[src/design/nzm_pkg.sv]
// Shared types, constants and helper functions for the nonzero-mean 3x3 filter.
// No dependencies; every other design file imports this package.
package nzm_pkg;

  // Pixel and register geometry
  localparam int PIXEL_BITS      = 16;
  localparam int MAX_WIDTH_DEF   = 1024;
  localparam int COL_BITS        = 12;   // column field, fits the largest supported row
  localparam int ROW_BITS        = 12;   // output row counter, rows 0..4095
  localparam int WIDTH_REG_BITS  = 11;
  localparam int HEIGHT_REG_BITS = 13;
  localparam int HEIGHT_LIMIT    = 4096;
  localparam int WIN             = 3;

  // Config port
  localparam int APB_ADDR_BITS = 3;
  localparam int APB_DATA_BITS = 32;

  // Queue between front and back
  localparam int QUEUE_DEPTH = 4;

  // Arithmetic widths in the back end
  localparam int COLSUM_BITS = 18;                        // three pixels
  localparam int SUM_BITS    = 20;                        // nine pixels
  localparam int ABS_BITS    = 19;                        // |sum| <= 9 * 2^15
  localparam int CNT_BITS    = 4;                         // 0..9
  localparam int RECIP_SHIFT = ABS_BITS + CNT_BITS;       // exact floor for divisors up to 9
  localparam int RECIP_BITS  = RECIP_SHIFT + 1;
  localparam int PROD_BITS   = ABS_BITS + RECIP_BITS;

  typedef logic signed [PIXEL_BITS-1:0] pixel_t;

  typedef enum logic {
    KIND_PIXEL = 1'b0,
    KIND_DRAIN = 1'b1
  } kind_e;

  typedef enum logic {
    REG_WIDTH  = 1'b0,
    REG_HEIGHT = 1'b1
  } reg_idx_e;

  // One classified item handed from front to back
  typedef struct packed {
    logic                clear_win;  // frame restarted: window starts empty
    logic                emit;       // this item produces a result
    logic                last;       // result is the last of the frame
    logic                col_lo_ok;  // left neighbor column inside the image
    logic                col_hi_ok;  // right neighbor column inside the image
    logic                row_lo_ok;  // upper neighbor row inside the image
    logic                row_hi_ok;  // lower neighbor row inside the image
    logic [COL_BITS-1:0] col;        // row store address
    pixel_t              pix;        // pixel shifted in (zero past the image)
  } entry_t;

  typedef enum logic [2:0] {
    B_IDLE,
    B_WIN,
    B_SUM,
    B_TOT,
    B_MUL,
    B_OUT
  } back_state_e;

  // ceil(2^RECIP_SHIFT / cnt); zero count gives a zero mean
  function automatic logic [RECIP_BITS-1:0] recip(input logic [CNT_BITS-1:0] cnt);
    logic [RECIP_BITS-1:0] r;
    case (cnt)
      4'd1:    r = RECIP_BITS'(8388608);
      4'd2:    r = RECIP_BITS'(4194304);
      4'd3:    r = RECIP_BITS'(2796203);
      4'd4:    r = RECIP_BITS'(2097152);
      4'd5:    r = RECIP_BITS'(1677722);
      4'd6:    r = RECIP_BITS'(1398102);
      4'd7:    r = RECIP_BITS'(1198373);
      4'd8:    r = RECIP_BITS'(1048576);
      4'd9:    r = RECIP_BITS'(932068);
      default: r = '0;
    endcase
    return r;
  endfunction

endpackage

[src/design/nzm_front.sv]
// Front end: accepts stream items, tracks frame position and classifies each item.
// Depends on nzm_pkg; pushes entry_t items into nzm_queue.
module nzm_front #(
  parameter int MAX_WIDTH = nzm_pkg::MAX_WIDTH_DEF
) (
  input  logic                                   clk_i,
  input  logic                                   rst_ni,
  input  logic [nzm_pkg::WIDTH_REG_BITS-1:0]     width_reg_i,
  input  logic [nzm_pkg::HEIGHT_REG_BITS-1:0]    height_reg_i,
  input  logic                                   cfg_write_i,
  input  logic                                   in_valid_i,
  output logic                                   in_ready_o,
  input  logic                                   in_kind_i,
  input  nzm_pkg::pixel_t                        in_pixel_i,
  input  logic                                   q_full_i,
  output logic                                   q_push_o,
  output nzm_pkg::entry_t                        q_data_o
);
  import nzm_pkg::*;

  localparam int CW = $clog2(MAX_WIDTH);
  localparam int WW = CW + 1;
  localparam int HW = HEIGHT_REG_BITS;
  localparam int TW = WW + HW;
  localparam int PW = TW + 1;

  logic [WW-1:0]       w_eff, w_q;
  logic [HW-1:0]       h_eff, h_q;
  logic [TW-1:0]       total_q;
  logic                settle_q;
  logic [PW-1:0]       pos_q, pos_d;
  logic [CW-1:0]       col_q, col_d;
  logic [CW-1:0]       ocol_q, ocol_d;
  logic [ROW_BITS-1:0] orow_q, orow_d;
  logic                restart_q, restart_d;
  logic                accept, in_frame, ignore, emit, last;
  logic                col_end, ocol_end, orow_end;

  // Clamp the configured sizes
  always_comb begin
    if (width_reg_i == '0) begin
      w_eff = WW'(1);
    end else if (32'(width_reg_i) > 32'(MAX_WIDTH)) begin
      w_eff = WW'(MAX_WIDTH);
    end else begin
      w_eff = WW'(width_reg_i);
    end
    if (height_reg_i == '0) begin
      h_eff = HW'(1);
    end else if (height_reg_i > HW'(HEIGHT_LIMIT)) begin
      h_eff = HW'(HEIGHT_LIMIT);
    end else begin
      h_eff = height_reg_i;
    end
  end

  // Registered geometry; one idle cycle after a write lets it settle
  always_ff @(posedge clk_i) begin
    w_q     <= w_eff;
    h_q     <= h_eff;
    total_q <= TW'(w_eff) * TW'(h_eff);
  end

  // Classification
  assign in_ready_o = !q_full_i && !settle_q;
  assign accept     = in_valid_i && in_ready_o;
  assign in_frame   = pos_q < PW'(total_q);
  assign ignore     = in_frame && (kind_e'(in_kind_i) == KIND_DRAIN);
  assign q_push_o   = accept && !ignore;
  assign emit       = pos_q > PW'(w_q);
  assign last       = pos_q == (PW'(total_q) + PW'(w_q));
  assign col_end    = WW'(col_q) == (w_q - WW'(1));
  assign ocol_end   = WW'(ocol_q) == (w_q - WW'(1));
  assign orow_end   = HW'(orow_q) == (h_q - HW'(1));

  always_comb begin
    q_data_o.clear_win = restart_q;
    q_data_o.emit      = emit;
    q_data_o.last      = last;
    q_data_o.col_lo_ok = ocol_q != '0;
    q_data_o.col_hi_ok = !ocol_end;
    q_data_o.row_lo_ok = orow_q != '0;
    q_data_o.row_hi_ok = !orow_end;
    q_data_o.col       = COL_BITS'(col_q);
    q_data_o.pix       = in_frame ? in_pixel_i : '0;
  end

  // Position counters
  always_comb begin
    pos_d     = pos_q;
    col_d     = col_q;
    ocol_d    = ocol_q;
    orow_d    = orow_q;
    restart_d = restart_q;
    if (cfg_write_i) begin
      pos_d     = '0;
      col_d     = '0;
      ocol_d    = '0;
      orow_d    = '0;
      restart_d = 1'b1;
    end else if (q_push_o) begin
      restart_d = 1'b0;
      if (last) begin
        pos_d     = '0;
        col_d     = '0;
        ocol_d    = '0;
        orow_d    = '0;
        restart_d = 1'b1;
      end else begin
        pos_d = pos_q + PW'(1);
        col_d = col_end ? '0 : col_q + CW'(1);
        if (emit) begin
          if (ocol_end) begin
            ocol_d = '0;
            orow_d = orow_q + ROW_BITS'(1);
          end else begin
            ocol_d = ocol_q + CW'(1);
          end
        end
      end
    end
  end

  always_ff @(posedge clk_i or negedge rst_ni) begin
    if (!rst_ni) begin
      settle_q  <= 1'b1;
      pos_q     <= '0;
      col_q     <= '0;
      ocol_q    <= '0;
      orow_q    <= '0;
      restart_q <= 1'b1;
    end else begin
      settle_q  <= cfg_write_i;
      pos_q     <= pos_d;
      col_q     <= col_d;
      ocol_q    <= ocol_d;
      orow_q    <= orow_d;
      restart_q <= restart_d;
    end
  end

endmodule

[config.mk]
export PLATFORM = sky130hd
export DESIGN_NAME = nzm_front
export DESIGN_NICKNAME = d
export VERILOG_FILES = /design/src/design/nzm_pkg.sv /design/src/design/nzm_front.sv
export SDC_FILE = /design/constraint.sdc
export NUM_CORES = 1
export LEC_CHECK = 0
export BUFFER_PORTS_ARGS = -buffer_cell sky130_fd_sc_hd__buf_2
export CAP_MARGIN = 20
export CORE_MARGIN = 5
export CORE_UTILIZATION = 60
export DETAILED_ROUTE_END_ITERATION = 10
export PLACE_DENSITY = 0.87
export SETUP_SLACK_MARGIN = 0.2
export SYNTH_ARGS = -nofsm -noshare
export SYNTH_HDL_FRONTEND = slang
export SYNTH_SLANG_ARGS = --single-unit
[constraint.sdc]
create_clock -name clk_i -period 9.7 [get_ports clk_i]
set_input_delay 0.485 -clock clk_i [delete_from_list [all_inputs] [get_ports clk_i]]
set_output_delay 0.485 -clock clk_i [all_outputs]
set_load 0.05 [all_outputs]
After elaboration in Yosys (flattened, before gate mapping)
Index checks and enable logic that the tools add are counted.

storage, ports and cells
  output and inout port bits = 37
  input bits = 46
  flip-flop bits (word level) = 107
  logic and storage cells = 68

operators by class
  reduce and logical (&&, ||, !) cells = 18
  equal/unequal tests = 4
  magnitude comparators = 4
  $mul = 1
  $add $sub $neg = 7
  muxes and demuxes = 25

operators with widths
  cell                                                    number
  2-to-1 mux 10 bit                                       9
  2-to-1 mux 25 bit                                       3
  2-to-1 mux 12 bit                                       5
  2-to-1 mux 13 bit                                       2
  adder 24 x 11 -> 25 bit                                 1
  adder 25 x 1 -> 25 bit (second input constant)          1
  equality test 25 bit                                    1
  greater-than comparator 25 x 11 -> 1 bit                1
  < comparator 25 x 24 -> 1 bit                           1
  multiplier 11 x 13 -> 24 bit                            1
  equality test 10 x 11 -> 1 bit                          2
  2-to-1 mux 11 bit                                       2
  adder 10 x 1 -> 10 bit (second input constant)          2
  2-to-1 mux 16 bit                                       1
  equality test 12 x 13 -> 1 bit                          1
  greater-than comparator 13 bit (second input constant)  1
  zero test 13 bit                                        1
  subtractor 13 x 1 -> 13 bit (second input constant)     1
  adder 12 x 1 -> 12 bit (second input constant)          1
  nonzero test 12 bit                                     1
  greater-than comparator 11 bit (second input constant)  1
  zero test 11 bit                                        1
  subtractor 11 x 1 -> 11 bit (second input constant)     1
  nonzero test 10 bit                                     1
  other kinds (7)                                         17

Depth between registers and ports, before layout
  depth in word-level cells = 7
  depth in mapped cells = 25
  mapped depth without buffers = 24

Worst setup path after synthesis
No wires, ideal clock.

  path kind = input port to flip-flop
  start = input port height_reg_i[11] (netlist name)
  end = register total_q[20]
  cell stages on the path = 23
  arrival time = 5.843 ns
  buffers on the path = 1
  library setup time = 0.121 ns
  setup slack = 3.736 ns
  data required time = 9.579 ns
  path through = nor4_1 > a31oi_1 > or2_2 > clkbuf_1 > inv_1 > nand2_1 > fa_1 > fa_1 > inv_1 > fa_1 > fa_1 > inv_1 > fa_1 > inv_1 > ha_1 > and3_1 > a21oi_1 > a31oi_1 > a41o_1 > o21a_1 > o21ai_0 > mux2i_1 > nand2_1

on the way
  cells in the longest elaborated chain, start to end = 4
  elaborated cells on any way between the ends = 5
  those cells by class = mul (1); order compare (1); mux (2); reduce/logical (1)

RTL lines
  what                            line             source
  from (decl)                     nzm_front.sv:9   input logic [nzm_pkg::HEIGHT_REG_BITS-1:0] height_reg_i,
  greater-than comparator 13 bit  nzm_front.sv:50  end else if (height_reg_i > HW'(HEIGHT_LIMIT)) begin
  2-to-1 mux 13 bit               nzm_front.sv:50
  2-to-1 mux 13 bit *             nzm_front.sv:48  if (height_reg_i == '0) begin
  net h_eff[0]                    nzm_front.sv:28  logic [HW-1:0] h_eff, h_q;
  multiplier 11 x 13 -> 24 bit *  nzm_front.sv:61  total_q <= TW'(w_eff) * TW'(h_eff);
  to (signal assigned)            nzm_front.sv:61
  to (decl)                       nzm_front.sv:29  logic [TW-1:0] total_q;

The timed path passes the listed nets; every way through them passes the cells marked *.
A chain may end at the register's enable or synchronous reset.

Worst setup path after layout
  start = input port height_reg_i[12] (netlist name)
  end = register total_q[23]

The elaborated chain is that of the path after synthesis.

==> summary.md <==
| Metric | Value |
|---|---|
| Chip width | `156 um` |
| Clock Power Share | `24.0%` |
| Crit path kind | `input pin to flop` |
| Final WL | `33,700 um` |
| Synth Cell Area | `12,800 um2` |
| Core Rows | `53` |
| Port Buffers | `80` |
| Register area share after synthesis | `19.1%` |
| Clock-pin slew on the worst setup and hold paths | `0.08 ns` |
| Fin. Hold Viols | `0` |
| WP buf/inv | `6` |
| Worst min-delay path class | `input pin to async pin` |
| CP max stage delay | `0.54 ns` |
| Setup bufs post-CTS | `0` |
| Post-layout min period | `6.34 ns` |
| Vias per cell | `6.03` |
| Fin. max-slew vios | `0` |
| Post-synth EDFFs | `0` |
| Fmax | `158 MHz` |
| First-pass GRT wire length | `55,000 um` |
| CP Cell Sequence | `buf_2 > clkinv_1 > nand2_1 > clkinv_1 > nand2_1 > fa_1 > fa_1 > fa_1 > inv_1 > fa_1 > inv_1 > fa_1 > inv_1 > ha_1 > or2_2 > a21oi_1 > a31oi_1 > a41oi_1 > a21oi_1 > a41oi_1 > a31o_2 > xnor2_1` |
| Worst R2R Start | `w_q[7]` |
| Crit-path leading delay family | `adder cells` |
| Leakage | `0.00641 uW` |
| CP startpoint | `height_reg_i[12]` |
| Mapped Cells | `1,579` |
| Switching pwr | `718 uW` |
| Total grt overflow | `0` |
| Sink Count | `107` |
| Cell mode on critical path | `fa_1` |
| Worst-Skew Late Latency | `0.37 ns` |
| R2r setup slk | `5.59 ns` |
| Layout cells sized above 1 | `8.18%` |
| Max Cap Violations | `0` |
| Internal | `980 uW` |
| Top cells by area, synth | `fa_1 (16%), ha_1 (11%), dfrtp_1 (11%)` |
| Post-synth top area cell | `fa_1` |
| CTS-repair resized insts | `0` |
| Synth Warn # | `0` |
| Netlist cell types | `85` |
| Skew final | `0.0138 ns` |
| H-tree Lvls | `3` |
| Post-Route Setup TNS | `0 ns` |
| Clk buf depth | `2` |
| Worst Path Arrival | `6.62 ns` |
| Area grow syn2layout | `6.54%` |
| Worst slew margin | `43.2%` |
| Crit-path slowest cell | `fa_1` |
| Critical path launch point type | `input pin` |
| Hold_ws | `0.258 ns` |
| Final Instance Area | `13,600 um2` |
| Most frequent cell after synthesis | `inv_1` |
| Hold_buf cts | `0` |
| Post-Syn Area per Cell | `8.08 um2` |
| Power per Cell Area | `125 nW/um2` |
| Die area | `24,300 um2` |
| Sequential power share | `32.5%` |
| Post-route ant nets | `0` |
| Core Area | `21,000 um2` |
| Async SR Flop Fraction | `55.1%` |
| Top cells by count, synth | `inv_1 (207), nand2_1 (164), nor2_1 (125)` |
| Ant. Diodes | `0` |
| Worst slew pin tran | `0.841 ns` |
| Share of the synthesized area in the top cell type | `15.5%` |
| Fillers | `1,822` |
| GRT Total Usage | `27.8%` |
| Vias in the first global route | `11,147` |
| Comb pwr share | `43.6%` |
| Initial antenna violation count | `0` |
| Total CTS buffers | `9` |
| Nets | `1,869` |
| Largest net degree at the start of global routing | `60` |
| Post-DP Area | `13,300 um2` |
| Ports | `83` |
| Initial drt markers | `899` |
| Vias | `11,387` |
| Yosys reg bits | `107` |
| Final GP Congestion | `0.998` |
| Most used DFF post-synth | `dfrtp_1` |
| DR WL/cell | `17.8 um` |
| Fin crit share | `65.3%` |
| Initial core utilization | `60.9%` |
| TritonCTS clock tree | `done` |
| DRC viols | `0` |
| Die Y | `156 um` |
| Sw frac | `42.3%` |
| Drt first pass iters | `7` |
| Setup violations, final | `0` |
| RSZ-0062 raised after global routing | `false` |
| Dpl hpwl | `27,000 um` |
| Highest ir drop seen on vdd | `93.4 uV` |
| Outcome | `completed` |
| Worst-path maximum fanout | `17` |
| Root Driver | `clkbuf_16` |
| CP Capture Type | `flop` |
| WP data required | `9.99 ns` |
layer usage:
metal	GRT usage (%)	up-vias	wire [um]
met3	3.58	71	2600
met5	0	-	0
met2	46.2	498	15800
met1	37.6	5420	14200
li1	-	5398	-
met4	9.63	0	1070
power groups by stage:
stage | logic, uW | clock network (uW) | registers (uW)
floorplan | 565 | 0 | 533
global placement | 707 | 0 | 557
detailed placement | 724 | 0 | 557
CTS | 734 | 414 | 548
global route | 825 | 431 | 556
finish | 739 | 407 | 551
stage by stage:
stage          worst slack, ns  cells  util (%)  total power [uW]
2_1_floorplan             3.74   1580         -              1100
3_3_place_gp              3.12   1871      63.3              1260
3_5_place_dp              2.91   1871      63.3              1280
4_1_cts                   3.28   1887      64.8              1700
5_1_grt                   2.97   1889      64.9              1810
6_report                  3.36   1889      64.9              1700
sequential cells by signal, summed over array words and instances, names as in the netlist:
| signal | cells |
|---|---|
| h_q | 13 |
| pos_q | 25 |
| settle_q | 1 |
| restart_q | 1 |
| total_q | 24 |
| w_q | 11 |
| ocol_q | 10 |
| col_q | 10 |
| orow_q | 12 |
cells by family after synthesis:
family                     synth area share [%]
buffers and inverters                      8.68
other                                    0.0294
adders and majority gates                  26.8
and+or+nand+nor                            23.6
DFF                                        19.1
xor gates and xnor gates                   7.01
muxes                                      1.51
AOI/OAI and AO/OA                          13.3
cells in the final DEF (no fill, tap or decap), types with 24 or more instances in the layout:
cell type	count
a21oi_1	63
and3_1	27
buf_2	80
dfrtp_1	57
dfxtp_1	48
fa_1	99
ha_1	115
inv_1	207
nand2_1	164
nand2b_1	24
nand3_1	33
nand4_1	45
nor2_1	125
nor2b_1	37
nor3_1	45
o21ai_0	36
o21ai_1	28
xnor2_1	62
xor2_1	35
final cells by class:
class	count	area [um2]	share of cell area (%)
multi-input combinational	1189	9230	67.8
sequential	107	2440	17.9
inverter	214	803	5.91
timing repair buffer	88	460	3.39
tap	275	344	2.53
clock buffer	9	225	1.66
clock inverter	7	103	0.754
worst paths after layout:
| path | end | depth (start not counted) |
|---|---|---|
| worst max-delay path | total_q[23] | 22 |
| worst min-delay path | pos_q[18] | 2 |
| worst max register to register | pos_q[9] | 12 |
| worst min register to register | restart_q | 1 |
| max in group asynchronous | orow_q[9] | 2 |
| min in group clk_i | settle_q | 1 |
No activity file was read; power rests on OpenSTA's default activity.
