[src/design/nzm_pkg.sv]
// Shared types, constants and helper functions for the nonzero-mean 3x3 filter.
// No dependencies; every other design file imports this package.
package nzm_pkg;

  // Pixel and register geometry
  localparam int PIXEL_BITS      = 16;
  localparam int MAX_WIDTH_DEF   = 1024;
  localparam int COL_BITS        = 12;   // column field, fits the largest supported row
  localparam int ROW_BITS        = 12;   // output row counter, rows 0..4095
  localparam int WIDTH_REG_BITS  = 11;
  localparam int HEIGHT_REG_BITS = 13;
  localparam int HEIGHT_LIMIT    = 4096;
  localparam int WIN             = 3;

  // Config port
  localparam int APB_ADDR_BITS = 3;
  localparam int APB_DATA_BITS = 32;

  // Queue between front and back
  localparam int QUEUE_DEPTH = 4;

  // Arithmetic widths in the back end
  localparam int COLSUM_BITS = 18;                        // three pixels
  localparam int SUM_BITS    = 20;                        // nine pixels
  localparam int ABS_BITS    = 19;                        // |sum| <= 9 * 2^15
  localparam int CNT_BITS    = 4;                         // 0..9
  localparam int RECIP_SHIFT = ABS_BITS + CNT_BITS;       // exact floor for divisors up to 9
  localparam int RECIP_BITS  = RECIP_SHIFT + 1;
  localparam int PROD_BITS   = ABS_BITS + RECIP_BITS;

  typedef logic signed [PIXEL_BITS-1:0] pixel_t;

  typedef enum logic {
    KIND_PIXEL = 1'b0,
    KIND_DRAIN = 1'b1
  } kind_e;

  typedef enum logic {
    REG_WIDTH  = 1'b0,
    REG_HEIGHT = 1'b1
  } reg_idx_e;

  // One classified item handed from front to back
  typedef struct packed {
    logic                clear_win;  // frame restarted: window starts empty
    logic                emit;       // this item produces a result
    logic                last;       // result is the last of the frame
    logic                col_lo_ok;  // left neighbor column inside the image
    logic                col_hi_ok;  // right neighbor column inside the image
    logic                row_lo_ok;  // upper neighbor row inside the image
    logic                row_hi_ok;  // lower neighbor row inside the image
    logic [COL_BITS-1:0] col;        // row store address
    pixel_t              pix;        // pixel shifted in (zero past the image)
  } entry_t;

  typedef enum logic [2:0] {
    B_IDLE,
    B_WIN,
    B_SUM,
    B_TOT,
    B_MUL,
    B_OUT
  } back_state_e;

  // ceil(2^RECIP_SHIFT / cnt); zero count gives a zero mean
  function automatic logic [RECIP_BITS-1:0] recip(input logic [CNT_BITS-1:0] cnt);
    logic [RECIP_BITS-1:0] r;
    case (cnt)
      4'd1:    r = RECIP_BITS'(8388608);
      4'd2:    r = RECIP_BITS'(4194304);
      4'd3:    r = RECIP_BITS'(2796203);
      4'd4:    r = RECIP_BITS'(2097152);
      4'd5:    r = RECIP_BITS'(1677722);
      4'd6:    r = RECIP_BITS'(1398102);
      4'd7:    r = RECIP_BITS'(1198373);
      4'd8:    r = RECIP_BITS'(1048576);
      4'd9:    r = RECIP_BITS'(932068);
      default: r = '0;
    endcase
    return r;
  endfunction

endpackage

[src/design/nzm_queue.sv]
// Small FIFO of classified items between the front and back ends.
// Depends on nzm_pkg for entry_t and QUEUE_DEPTH.
module nzm_queue (
  input  logic            clk_i,
  input  logic            rst_ni,
  input  logic            push_i,
  input  nzm_pkg::entry_t push_data_i,
  output logic            full_o,
  input  logic            pop_i,
  output nzm_pkg::entry_t head_o,
  output logic            empty_o
);
  import nzm_pkg::*;

  localparam int QAW = $clog2(QUEUE_DEPTH);

  entry_t         slot_q [QUEUE_DEPTH];
  logic [QAW-1:0] wr_ptr_q, rd_ptr_q;
  logic [QAW:0]   count_q;
  logic           do_push, do_pop;

  assign full_o  = count_q == (QAW+1)'(QUEUE_DEPTH);
  assign empty_o = count_q == '0;
  assign do_push = push_i && !full_o;
  assign do_pop  = pop_i && !empty_o;
  assign head_o  = slot_q[rd_ptr_q];

  // Storage
  always_ff @(posedge clk_i) begin
    if (do_push) begin
      slot_q[wr_ptr_q] <= push_data_i;
    end
  end

  // Pointers and fill level
  always_ff @(posedge clk_i or negedge rst_ni) begin
    if (!rst_ni) begin
      wr_ptr_q <= '0;
      rd_ptr_q <= '0;
      count_q  <= '0;
    end else begin
      if (do_push) begin
        wr_ptr_q <= (wr_ptr_q == QAW'(QUEUE_DEPTH - 1)) ? '0 : wr_ptr_q + QAW'(1);
      end
      if (do_pop) begin
        rd_ptr_q <= (rd_ptr_q == QAW'(QUEUE_DEPTH - 1)) ? '0 : rd_ptr_q + QAW'(1);
      end
      if (do_push && !do_pop) begin
        count_q <= count_q + (QAW+1)'(1);
      end else if (do_pop && !do_push) begin
        count_q <= count_q - (QAW+1)'(1);
      end
    end
  end

endmodule

[config.mk]
export PLATFORM = sky130hd
export DESIGN_NAME = nzm_queue
export DESIGN_NICKNAME = d
export VERILOG_FILES = /design/src/design/nzm_pkg.sv /design/src/design/nzm_queue.sv
export SDC_FILE = /design/constraint.sdc
export NUM_CORES = 1
export LEC_CHECK = 0
export BUFFER_PORTS_ARGS = -buffer_cell sky130_fd_sc_hd__buf_2
export CAP_MARGIN = 25
export CORE_UTILIZATION = 51
export DETAILED_ROUTE_END_ITERATION = 10
export PLACE_DENSITY = 0.82
export SYNTH_ARGS = -nofsm -noshare
export SYNTH_HDL_FRONTEND = slang
export SYNTH_SLANG_ARGS = --single-unit
[constraint.sdc]
create_clock -name clk_i -period 2.7 [get_ports clk_i]
set_input_delay 0.135 -clock clk_i [delete_from_list [all_inputs] [get_ports clk_i]]
set_output_delay 0.135 -clock clk_i [all_outputs]
set_load 0.005 [all_outputs]
---- Word-level counts from Yosys, hierarchy flattened ----
Memories as Yosys holds them, arrays and structs flattened.
Index checks and enable logic that the tools add are counted.
storage, ports and cells
  memories kept ........................... 1
  output and inout bits ................... 37
  word-level logic and storage cells ...... 27
  flip-flop bits (word level) ............. 7
  input bits .............................. 39
  memory bits (writable) .................. 140
memory list
  memory  words  bits a word  read ports  clocked after memory_dff  write ports  line             RTL
  slot_q  4      35           1           0                         1            nzm_queue.sv:17  entry_t slot_q [QUEUE_DEPTH];
cells by class
  eq/ne operators ......................... 3
  mux-type cells .......................... 6
  add/sub/neg operators ................... 4
  reductions and logical operators ........ 10
operators with widths
  cell                   count
  $mux W3                2
  $add A2 B1 Y2 const B  2
  $eq A2 B2 Y1 const B   2
  $logic_and A1 B1 Y1    4
  $logic_not A1 Y1       4
  $mux W2                2
  $add A3 B1 Y3 const B  1
  $eq A3 B3 Y1 const B   1
  $logic_not A3 Y1       1
  $sub A3 B1 Y3 const B  1
  $mux W1                2
  $reduce_bool A2 Y1     1

---- Depth between registers and ports, before layout ----
Gate-level depths: netlist of the first run.
  depth after elaboration ................. 7
  mapped depth ............................ 8
  mapped depth without buffers ............ 8

---- Worst setup path after synthesis of the first run ----
No wires, ideal clock.
  kind .................................... register -> register
  start ................................... register wr_ptr_q[0]
  end ..................................... memory slot_q[3][0] in the netlist's numbering, enable pin
  buffers on the path ..................... 0
  setup time .............................. 0.428 ns
  cell stages (with the launch flop) ...... 4
  required time ........................... 2.272 ns
  clock period less this slack ............ 2.520 ns
  setup slack ............................. 0.180 ns
  arrival time ............................ 2.092 ns
  path through ............................ dfrtp_1 > ha_1 > nand2_1 > nor2_1
RTL lines
  what                    line             RTL
  from (decl)             nzm_queue.sv:18  logic [QAW-1:0] wr_ptr_q, rd_ptr_q;
  from (signal assigned)  nzm_queue.sv:43  wr_ptr_q <= (wr_ptr_q == QAW'(QUEUE_DEPTH - 1)) ? '0 : wr_ptr_q + QAW'(1);
  to (decl)               nzm_queue.sv:17
Straight into the memory's write port.

==> results of run 1 <==
Yosys cell counts:
library cell,count
mux2_4,2
inv_1,3
buf_6,1
mux2_1,1
ha_1,6
buf_2,4
nor3_1,2
edfxtp_1,140
nand2_1,1
buf_12,3
dfrtp_1,7
mux2_2,1
xnor2_1,1
a21o_1,1
mux4_1,4
mux4_2,31
nor2b_4,1
nor3b_4,1
fa_1,1
and2_1,3
o31ai_2,1
nor2_1,3
xor2_1,2
stage by stage:
| stage | cells | util | setup WS, ps | area (µm²) |
|---|---|---|---|---|
| 2_1_floorplan | 220 | - | 180 | 5560 |
| 3_3_place_gp | 428 | 0.582 | 680 | 6090 |
| 3_5_place_dp | 428 | 0.582 | 528 | 6090 |
| 4_1_cts | 498 | 0.679 | 417 | 7110 |
| 5_1_grt | 498 | 0.679 | 324 | 7110 |
| 6_report | 498 | 0.679 | 480 | 7110 |
power groups by stage:
stage | sequential, mW | clock, mW | combinational (mW)
after global routing | 3.35 | 2.63 | 2.05
after detailed placement | 3.35 | 0 | 1.86
final | 3.30 | 2.50 | 1.86
after floorplan | 3.19 | 0 | 1.35
after global placement | 3.30 | 0 | 1.83
after CTS | 3.31 | 2.54 | 1.91
worst min path at each step:
stage                                         end  slack [ps]   start
final                     wr_ptr_q[0]$_DFFE_PN0P_          90  push_i
after global routing      wr_ptr_q[0]$_DFFE_PN0P_          90  push_i
after floorplan            count_q[0]$_DFFE_PN0P_        -160  rst_ni
after detailed placement   count_q[2]$_DFFE_PN0P_         -20  rst_ni
after CTS                 wr_ptr_q[0]$_DFFE_PN0P_          60  push_i
after global placement     count_q[0]$_DFFE_PN0P_         -20  rst_ni
tightest hold or removal path: stages:
cell     delay (ps)
buf_2           110
nor2b_4         140
mux2_4          190
cells in the final DEF (no fill, tap or decap), drive strengths merged, types with 2 or more instances in the layout:
cell type,count
bufinv,5
clkbuf,23
and2,3
ha,6
buf,80
mux4,35
inv,4
nor2,3
clkinv,3
nor3,2
xor2,2
mux2,4
dlygate4sd3,38
edfxtp,140
dfrtp,7
registers in the layout, summed over array words and instances, names as in the netlist:
name and cells:
count_q 3, wr_ptr_q 2, rd_ptr_q 2, slot_q 140
area by class of cell:
cell class / instances / area, µm² / area share
clock buffer: 23 / 467 / 0.0657
tap: 136 / 170 / 0.0239
multi-input combinational: 62 / 1080 / 0.153
clock inverter: 9 / 174 / 0.0245
timing repair buffer: 118 / 818 / 0.115
inverter: 3 / 11.3 / 0.00158
sequential: 147 / 4380 / 0.617
layer usage:
layer	global-route usage	share of wire
met5	0	0
met1	0.232	0.42
met2	0.299	0.51
met4	0.101	0.022
met3	0.0448	0.046
cells by family (layout without fill, tap and decap cells):
logic type                 after synthesis  after routing  share of synthesized area
AOI/OAI and AO/OA                        2              2                    0.00360
muxes                                   39             39                      0.154
and+or+nand+nor                         11             11                     0.0137
DFF                                    147            147                      0.788
adders and majority gates                7              7                     0.0171
buffers and inverters                   11            153                     0.0185
xor gates and xnor gates                 3              3                    0.00473
what timing repair did:
item | CTS | global route
hold buffers | 38 | 0
gates resized for setup | 0 | 0
endpoints found under the hold margin | 149 | 0
==> impl_metrics.toml, run 1 <==
[status]
status = "finished clean"

[pwr]
ir_drop_uv = 578
pwr-share-seq = 0.431
power.density_nw_per_um2 = 1080
p_sw_frac = 0.254
p_leak_nw = 2.55
p_comb_frac = 0.243
p_switching_mw = 1.94
internal-power_mw = 5.71
clockPowerShare = 0.326
power_mw = 7.66

[synth]
synthTopCellsByArea = "edfxtp_1 76%, mux4_2 13%, dfrtp_1 3.2%, mux4_1 1.9%, ha_1 1.4%"
yosysSeqAreaShare = 0.788
netlist_area_um2 = 5560
synth.top_cell.area_share = 0.757
postSynthAreaPerCell_um2 = 25.3
syn_nets = 266
ys_ff_latch = 147
synth.distinct_cells = 23
synth_top_area_cell = "edfxtp_1"
yosys_warnings = 0
netlist_instances = 220

[sta]
max_slew_margin = 0.384
fmax_mhz = 450
final.min_clock_period_ps = 2220
setup_viol = 0
grt_setup_unrepaired = "false"
fin_skew_ps = 5.13
whs_ps = 91.0
finalMaxSlewViolations = 0
finalHoldViolations = 0
final.setup.tns_ps = 0
tightestPinTransition_ps = 923
period_share = 0.822

[placed_design]
hpwl_um = 5150
globalplace.congestion = 0.691
port_buffers = 75

[die]
io_pins = 76
start_util = 0.531
num_rows = 37
die_h_um = 106
coreArea_um2 = 10500
die_w_um = 106
dieArea_um2 = 11300

[cts]
cts_tree = "built"
htreeDepth = 4
cts_sinks = 147
root_buffer = "clkbuf_8"
numCtsBuffers = 17
insertion_delay_ps = 510
cts_max_path_buffers = 2
post_cts_buffers = 0
clk_pin_slew_ps = 60

[setup_path]
critPathTopFamily = "flip-flops"
reg2reg_slack_ps = 530
rr_startpoint = "count_q[0]$_DFFE_PN0P_"
crit_start = "rd_ptr_q[1]$_DFFE_PN0P_"
max_stage_delay_ps = 970
criticalPathCategory = "reg2out"
crit_fanout = 37
crit_cells = 2
cp-end-kind = "output port"
required_ps = 2570
cp-endpoint = "head_o[5]"
reg2reg_depth = 7
cp.arrival_ps = 2090
timing.rr.end = "count_q[2]$_DFFE_PN0P_"
worst_setup_path_start_kind = "flop"
path_buf_inv = 1
cp_slowest_cell = "dfrtp_2"
worstPathCellList = "mux4_2, buf_2"

[finish]
layout-drive-gt1-share = 0.420
final_nets = 395
area_delta_synth_final_pct = 27.9
nFillCells = 688
antenna_cells = 0

[grt]
grt_use_total = 0.185
grt_overflow = 0
antenna_found_initial = 0
grt_pass1_wl_um = 14900
grt_start_max_net_pins = 39
grt_pass1_vias = 2833

[route]
drtIter0Drc = 123
via_count = 2649
via_per_inst = 5.32
drcViolationCount = 0
wl_per_cell_um = 18.9
ant_nets = 0
detail_route.wirelength_um = 9390
first_pass_iters = 4

[run]
cap_violations = 0

[worst_hold_path]
holdCritPathClass = "in2reg"
whs_path_depth = 3
Power figures use the tool's default switching activity.
==> run 2: changes to the inputs <==
CORE_UTILIZATION = 57   (was 51)
PLACE_DENSITY = 0.86   (was 0.82)
clock period = 2.3 ns   (was 2.7 ns; I/O delays follow)
==> impl_metrics.toml, run 2 (synthesis gave the netlist of run 1 again) <==
[route]
detail_route.wirelength_um = 9460
first_pass_iters = 4
wl_met2_um = 5000
route.met3.wl_um = 381
drcViolationCount = 0
wl_per_cell_um = 19.3
highest_layer = "met4"
drtIter0Drc = 105
ant_nets = 0
wl_met1_um = 3910
via_per_inst = 5.45
via_count = 2676

[run]
cap_violations = 0

[setup_path]
crit_start = "rd_ptr_q[1]$_DFFE_PN0P_"
crit_fanout = 37
rr_startpoint = "count_q[0]$_DFFE_PN0P_"
max_stage_delay_ps = 960
required_ps = 2180
cp.arrival_ps = 2070
criticalPathCategory = "reg2out"
cp-end-kind = "output port"
reg2reg_depth = 7
worst_setup_path_start_kind = "flop"
worstPathCellList = "mux4_2, buf_2"
cp_slowest_cell = "dfrtp_2"

[grt]
grt_overflow = 0
grt_start_max_net_pins = 38
antenna_found_initial = 0
grt_pass1_vias = 2849
grt_use_total = 0.206
grt_pass1_wl_um = 14600

[placed_design]
globalplace.congestion = 0.692
dp_cells = 422
hpwl_um = 5130
port_buffers = 75
dp_slack_ps = 220

[sta]
finalMaxSlewViolations = 0
fmax_mhz = 458
final.setup.tns_ps = 0
grt_setup_unrepaired = "false"
tightestPinTransition_ps = 902
fin_skew_ps = 9.73
setup_viol = 0
period_share = 0.949
fin_ws_ps = 117
max_slew_margin = 0.399
final.min_clock_period_ps = 2180
finalHoldViolations = 0

[finish]
largest-register = "slot_q"
final_nets = 396
nFillCells = 524
layout.area.seq_um2 = 4380
largest_reg_flops = 140
top_regs = "slot_q (140), count_q (3)"
final_core_util = 0.758
layout-drive-gt1-share = 0.423
mostFrequentLayoutCells = "140 x edfxtp_1, 75 x buf_2, 38 x dlygate4sd3_1"
antenna_cells = 0
finalNonFillerCells = 491
area_delta_synth_final_pct = 27.2
multi_input_area_um2 = 1080
final_common_cell = "edfxtp_1"

[worst_hold_path]
whs_path_depth = 3
holdCritPathClass = "in2reg"
min-delay-start = "push_i"

[cts]
cts_tree = "built"
numCtsBuffers = 17
cts_sinks = 147
insertion_delay_ps = 520
htreeDepth = 4
clk_pin_slew_ps = 60
cts_max_path_buffers = 2
root_buffer = "clkbuf_8"
post_cts_buffers = 0

[die]
coreArea_um2 = 9330
die_h_um = 101
dieArea_um2 = 10100
die_w_um = 101
start_util = 0.596
num_rows = 35
io_pins = 76

[status]
status = "finished clean"

[pwr]
p_leak_nw = 2.53
ir_drop_uv = 823
power.density_nw_per_um2 = 1240
## run 2: cell count changes in the layout (fill, tap and decap cells not counted)
cell        delta
clkbuf_1       -1
bufinv_16      -2
inv_6          +1
buf_4          -1
clkbuf_8       -3
buf_12         +2
clkinvlp_4     +1
clkinv_4       +3
## run 2: path summary, 6_finish.rpt
check,endpoint,slack [ps]
max,head_o[5],120
min,slot_q[3][6]$_DFFE_PP_,50
max reg2reg,count_q[2]$_DFFE_PN0P_,200
min in group asynchronous,rd_ptr_q[0]$_DFFE_PN0P_,580
min reg2reg,count_q[2]$_DFFE_PN0P_,550
max in group asynchronous,rd_ptr_q[1]$_DFFE_PN0P_,1440
## run 2: cell type report
cell class,count,area share
Timing Repair Buffer,119,0.120
Clock buffer,19,0.0597
Sequential cell,147,0.620
Inverter,3,0.00159
Clock inverter,12,0.0221
Multi-Input combinational cell,62,0.153
Tap cell,129,0.0228
## run 2: power breakdown
part           switching (mW)  internal [mW]  leakage, nW
registers               0.313           3.54         1.36
clock network            1.00           1.65        0.282
logic                    1.01           1.23        0.881
total                    2.33           6.42         2.53
## run 2: what timing repair did
| action | 4_1_cts | 5_1_grt |
|---|---|---|
| hold endpoints to repair | 149 | 0 |
| hold buffers | 38 | 0 |
| gates resized for setup | 0 | 0 |
## run 2: routing by layer
metal	vias to the layer above	global-route usage
met3	13	0.0555
met4	0	0.0970
met2	75	0.354
li1	1192	-
met1	1396	0.245
met5	-	0
## run 2: metrics by stage
stage | hold WS [ps] | total power, mW | instance area (µm²)
finish | 49.3 | 8.75 | 7070
global route | 60.7 | 9.18 | 7070
CTS | 12.3 | 8.84 | 7070
detailed placement | -37.8 | 6.12 | 6110
global placement | -44.1 | 6.04 | 6110
floorplan | -181 | 5.33 | 5560
## run 2: critical path, delay by kind of cell (launching register included)
family / cells / cell delay (ps)
buf+inv: 1 / 140
flops: 1 / 960
mux: 1 / 440
==> run 3: changes to the inputs <==
CORE_ASPECT_RATIO = 1.2   (was not set)
CORE_UTILIZATION = 61   (was 57)
PLACE_DENSITY = 0.91   (was 0.86)
clock period = 2.6 ns   (was 2.3 ns; I/O delays follow)
==> impl_metrics.toml, run 3 (synthesis gave the netlist of run 1 again) <==
[status]
status = "finished clean"

[sta]
fmax_mhz = 425
max_slew_margin = 0.401
tightestPinTransition_ps = 898
whs_ps = 92.0
finalMaxSlewViolations = 0
fin_skew_ps = 5.42
final.setup.tns_ps = 0
period_share = 0.906
grt_setup_unrepaired = "false"
fin_ws_ps = 245
setup_viol = 0
final.min_clock_period_ps = 2360
finalHoldViolations = 0

[placed_design]
hpwl_um = 5790
dp_cells = 413
globalplace.congestion = 0.692
dp_slack_ps = 519
port_buffers = 75

[setup_path]
max_stage_delay_ps = 700
crit_fanout = 16
worst_setup_path_start_kind = "flop"
required_ps = 2470
cp_slowest_cell = "dfrtp_2"
cp.arrival_ps = 2230
worstPathCellList = "buf_4, mux4_2, buf_2"
cp-end-kind = "output port"
criticalPathCategory = "reg2out"

[grt]
grt_use_total = 0.256
grt_overflow = 0
grt_pass1_vias = 2922
grt_pass1_wl_um = 16400
grt_start_max_net_pins = 38
antenna_found_initial = 0

[finish]
top_regs = "slot_q (140), count_q (3)"
layout-drive-gt1-share = 0.407
largest_reg_flops = 140
mostFrequentLayoutCells = "140 x edfxtp_1, 75 x buf_2, 38 x dlygate4sd3_1"
final_core_util = 0.798
finalNonFillerCells = 481
final_nets = 399
antenna_cells = 0
final_common_cell = "edfxtp_1"
area_delta_synth_final_pct = 25.0
largest-register = "slot_q"

[die]
num_rows = 37
dieArea_um2 = 9490
io_pins = 76
die_w_um = 89.1
coreArea_um2 = 8700
start_util = 0.638
die_h_um = 107

[cts]
cts_sinks = 147
numCtsBuffers = 17
cts_max_path_buffers = 2
htreeDepth = 4
cts_resized = 0
insertion_delay_ps = 510
cts_tree = "built"
root_buffer = "clkbuf_8"
clk_pin_slew_ps = 60

[run]
cap_violations = 0

[route]
via_count = 2764
ant_nets = 0
via_per_inst = 5.75
drtIter0Drc = 218
first_pass_iters = 4
detail_route.wirelength_um = 10900
drcViolationCount = 0
wl_per_cell_um = 22.6

[pwr]
power.density_nw_per_um2 = 1070
ir_drop_uv = 747
p_leak_nw = 2.48

[worst_hold_path]
holdCritPathClass = "in2reg"
[run 3: cell types whose count changed in the layout (fill, tap and decap cells not counted), sizes merged]
cell    change
inv         -2
clkbuf      +1
clkinv      +3
bufinv      -3
buf         +3
[run 3: repair_timing]
action / CTS / global route
endpoints found under the hold margin: 149 / 0
hold buffers: 38 / 0
setup buffers: 0 / 0
[run 3: through the flow]
step | area [µm²] | total power [mW]
after CTS | 6940 | 7.43
after global routing | 6940 | 7.75
after global placement | 6090 | 5.34
after detailed placement | 6090 | 5.44
final | 6940 | 7.43
after floorplan | 5560 | 4.71
[run 3: worst paths after layout]
kind                                          from                 endpoint  slack, ps  cells past startpoint
setup / recovery           rd_ptr_q[0]$_DFFE_PN0P_               head_o[20]        240                      3
hold / removal                              push_i  wr_ptr_q[0]$_DFFE_PN0P_         90                      3
setup reg to reg            count_q[0]$_DFFE_PN0P_   count_q[2]$_DFFE_PN0P_        490                      7
hold reg to reg             count_q[2]$_DFFE_PN0P_   count_q[2]$_DFFE_PN0P_        540                      1
max in group asynchronous                   rst_ni  rd_ptr_q[1]$_DFFE_PN0P_       1750                      3
min in group asynchronous                   rst_ni   count_q[2]$_DFFE_PN0P_        580                      3
[run 3: report_power, final]
group | switching [mW] | internal, mW | leakage [nW]
Sequential | 0.374 | 3.14 | 1.36
Clock | 0.823 | 1.13 | 0.229
Combinational | 0.870 | 1.09 | 0.892
[run 3: layout make-up]
type | count | area [µm²]
fill | 440 | 1760
multi-input combinational | 62 | 1080
clock inverter | 10 | 45.0
clock buffer | 20 | 425
inverter | 3 | 11.3
tap | 117 | 146
timing repair buffer | 122 | 848
sequential | 147 | 4380
[run 3: routing by layer]
layer  GRT usage  up-vias  wire length, µm
met4       0.109        0              235
li1            -     1199                -
met2       0.411      141             5760
met1       0.324     1399             4190
met5           0        -                0
met3      0.0784       25              696
[run 3: critical path, delay by kind of cell, from the launching register on]
kind     cells  cell delay (ps)
buf+inv      2              470
flops        1              700
mux          1              530
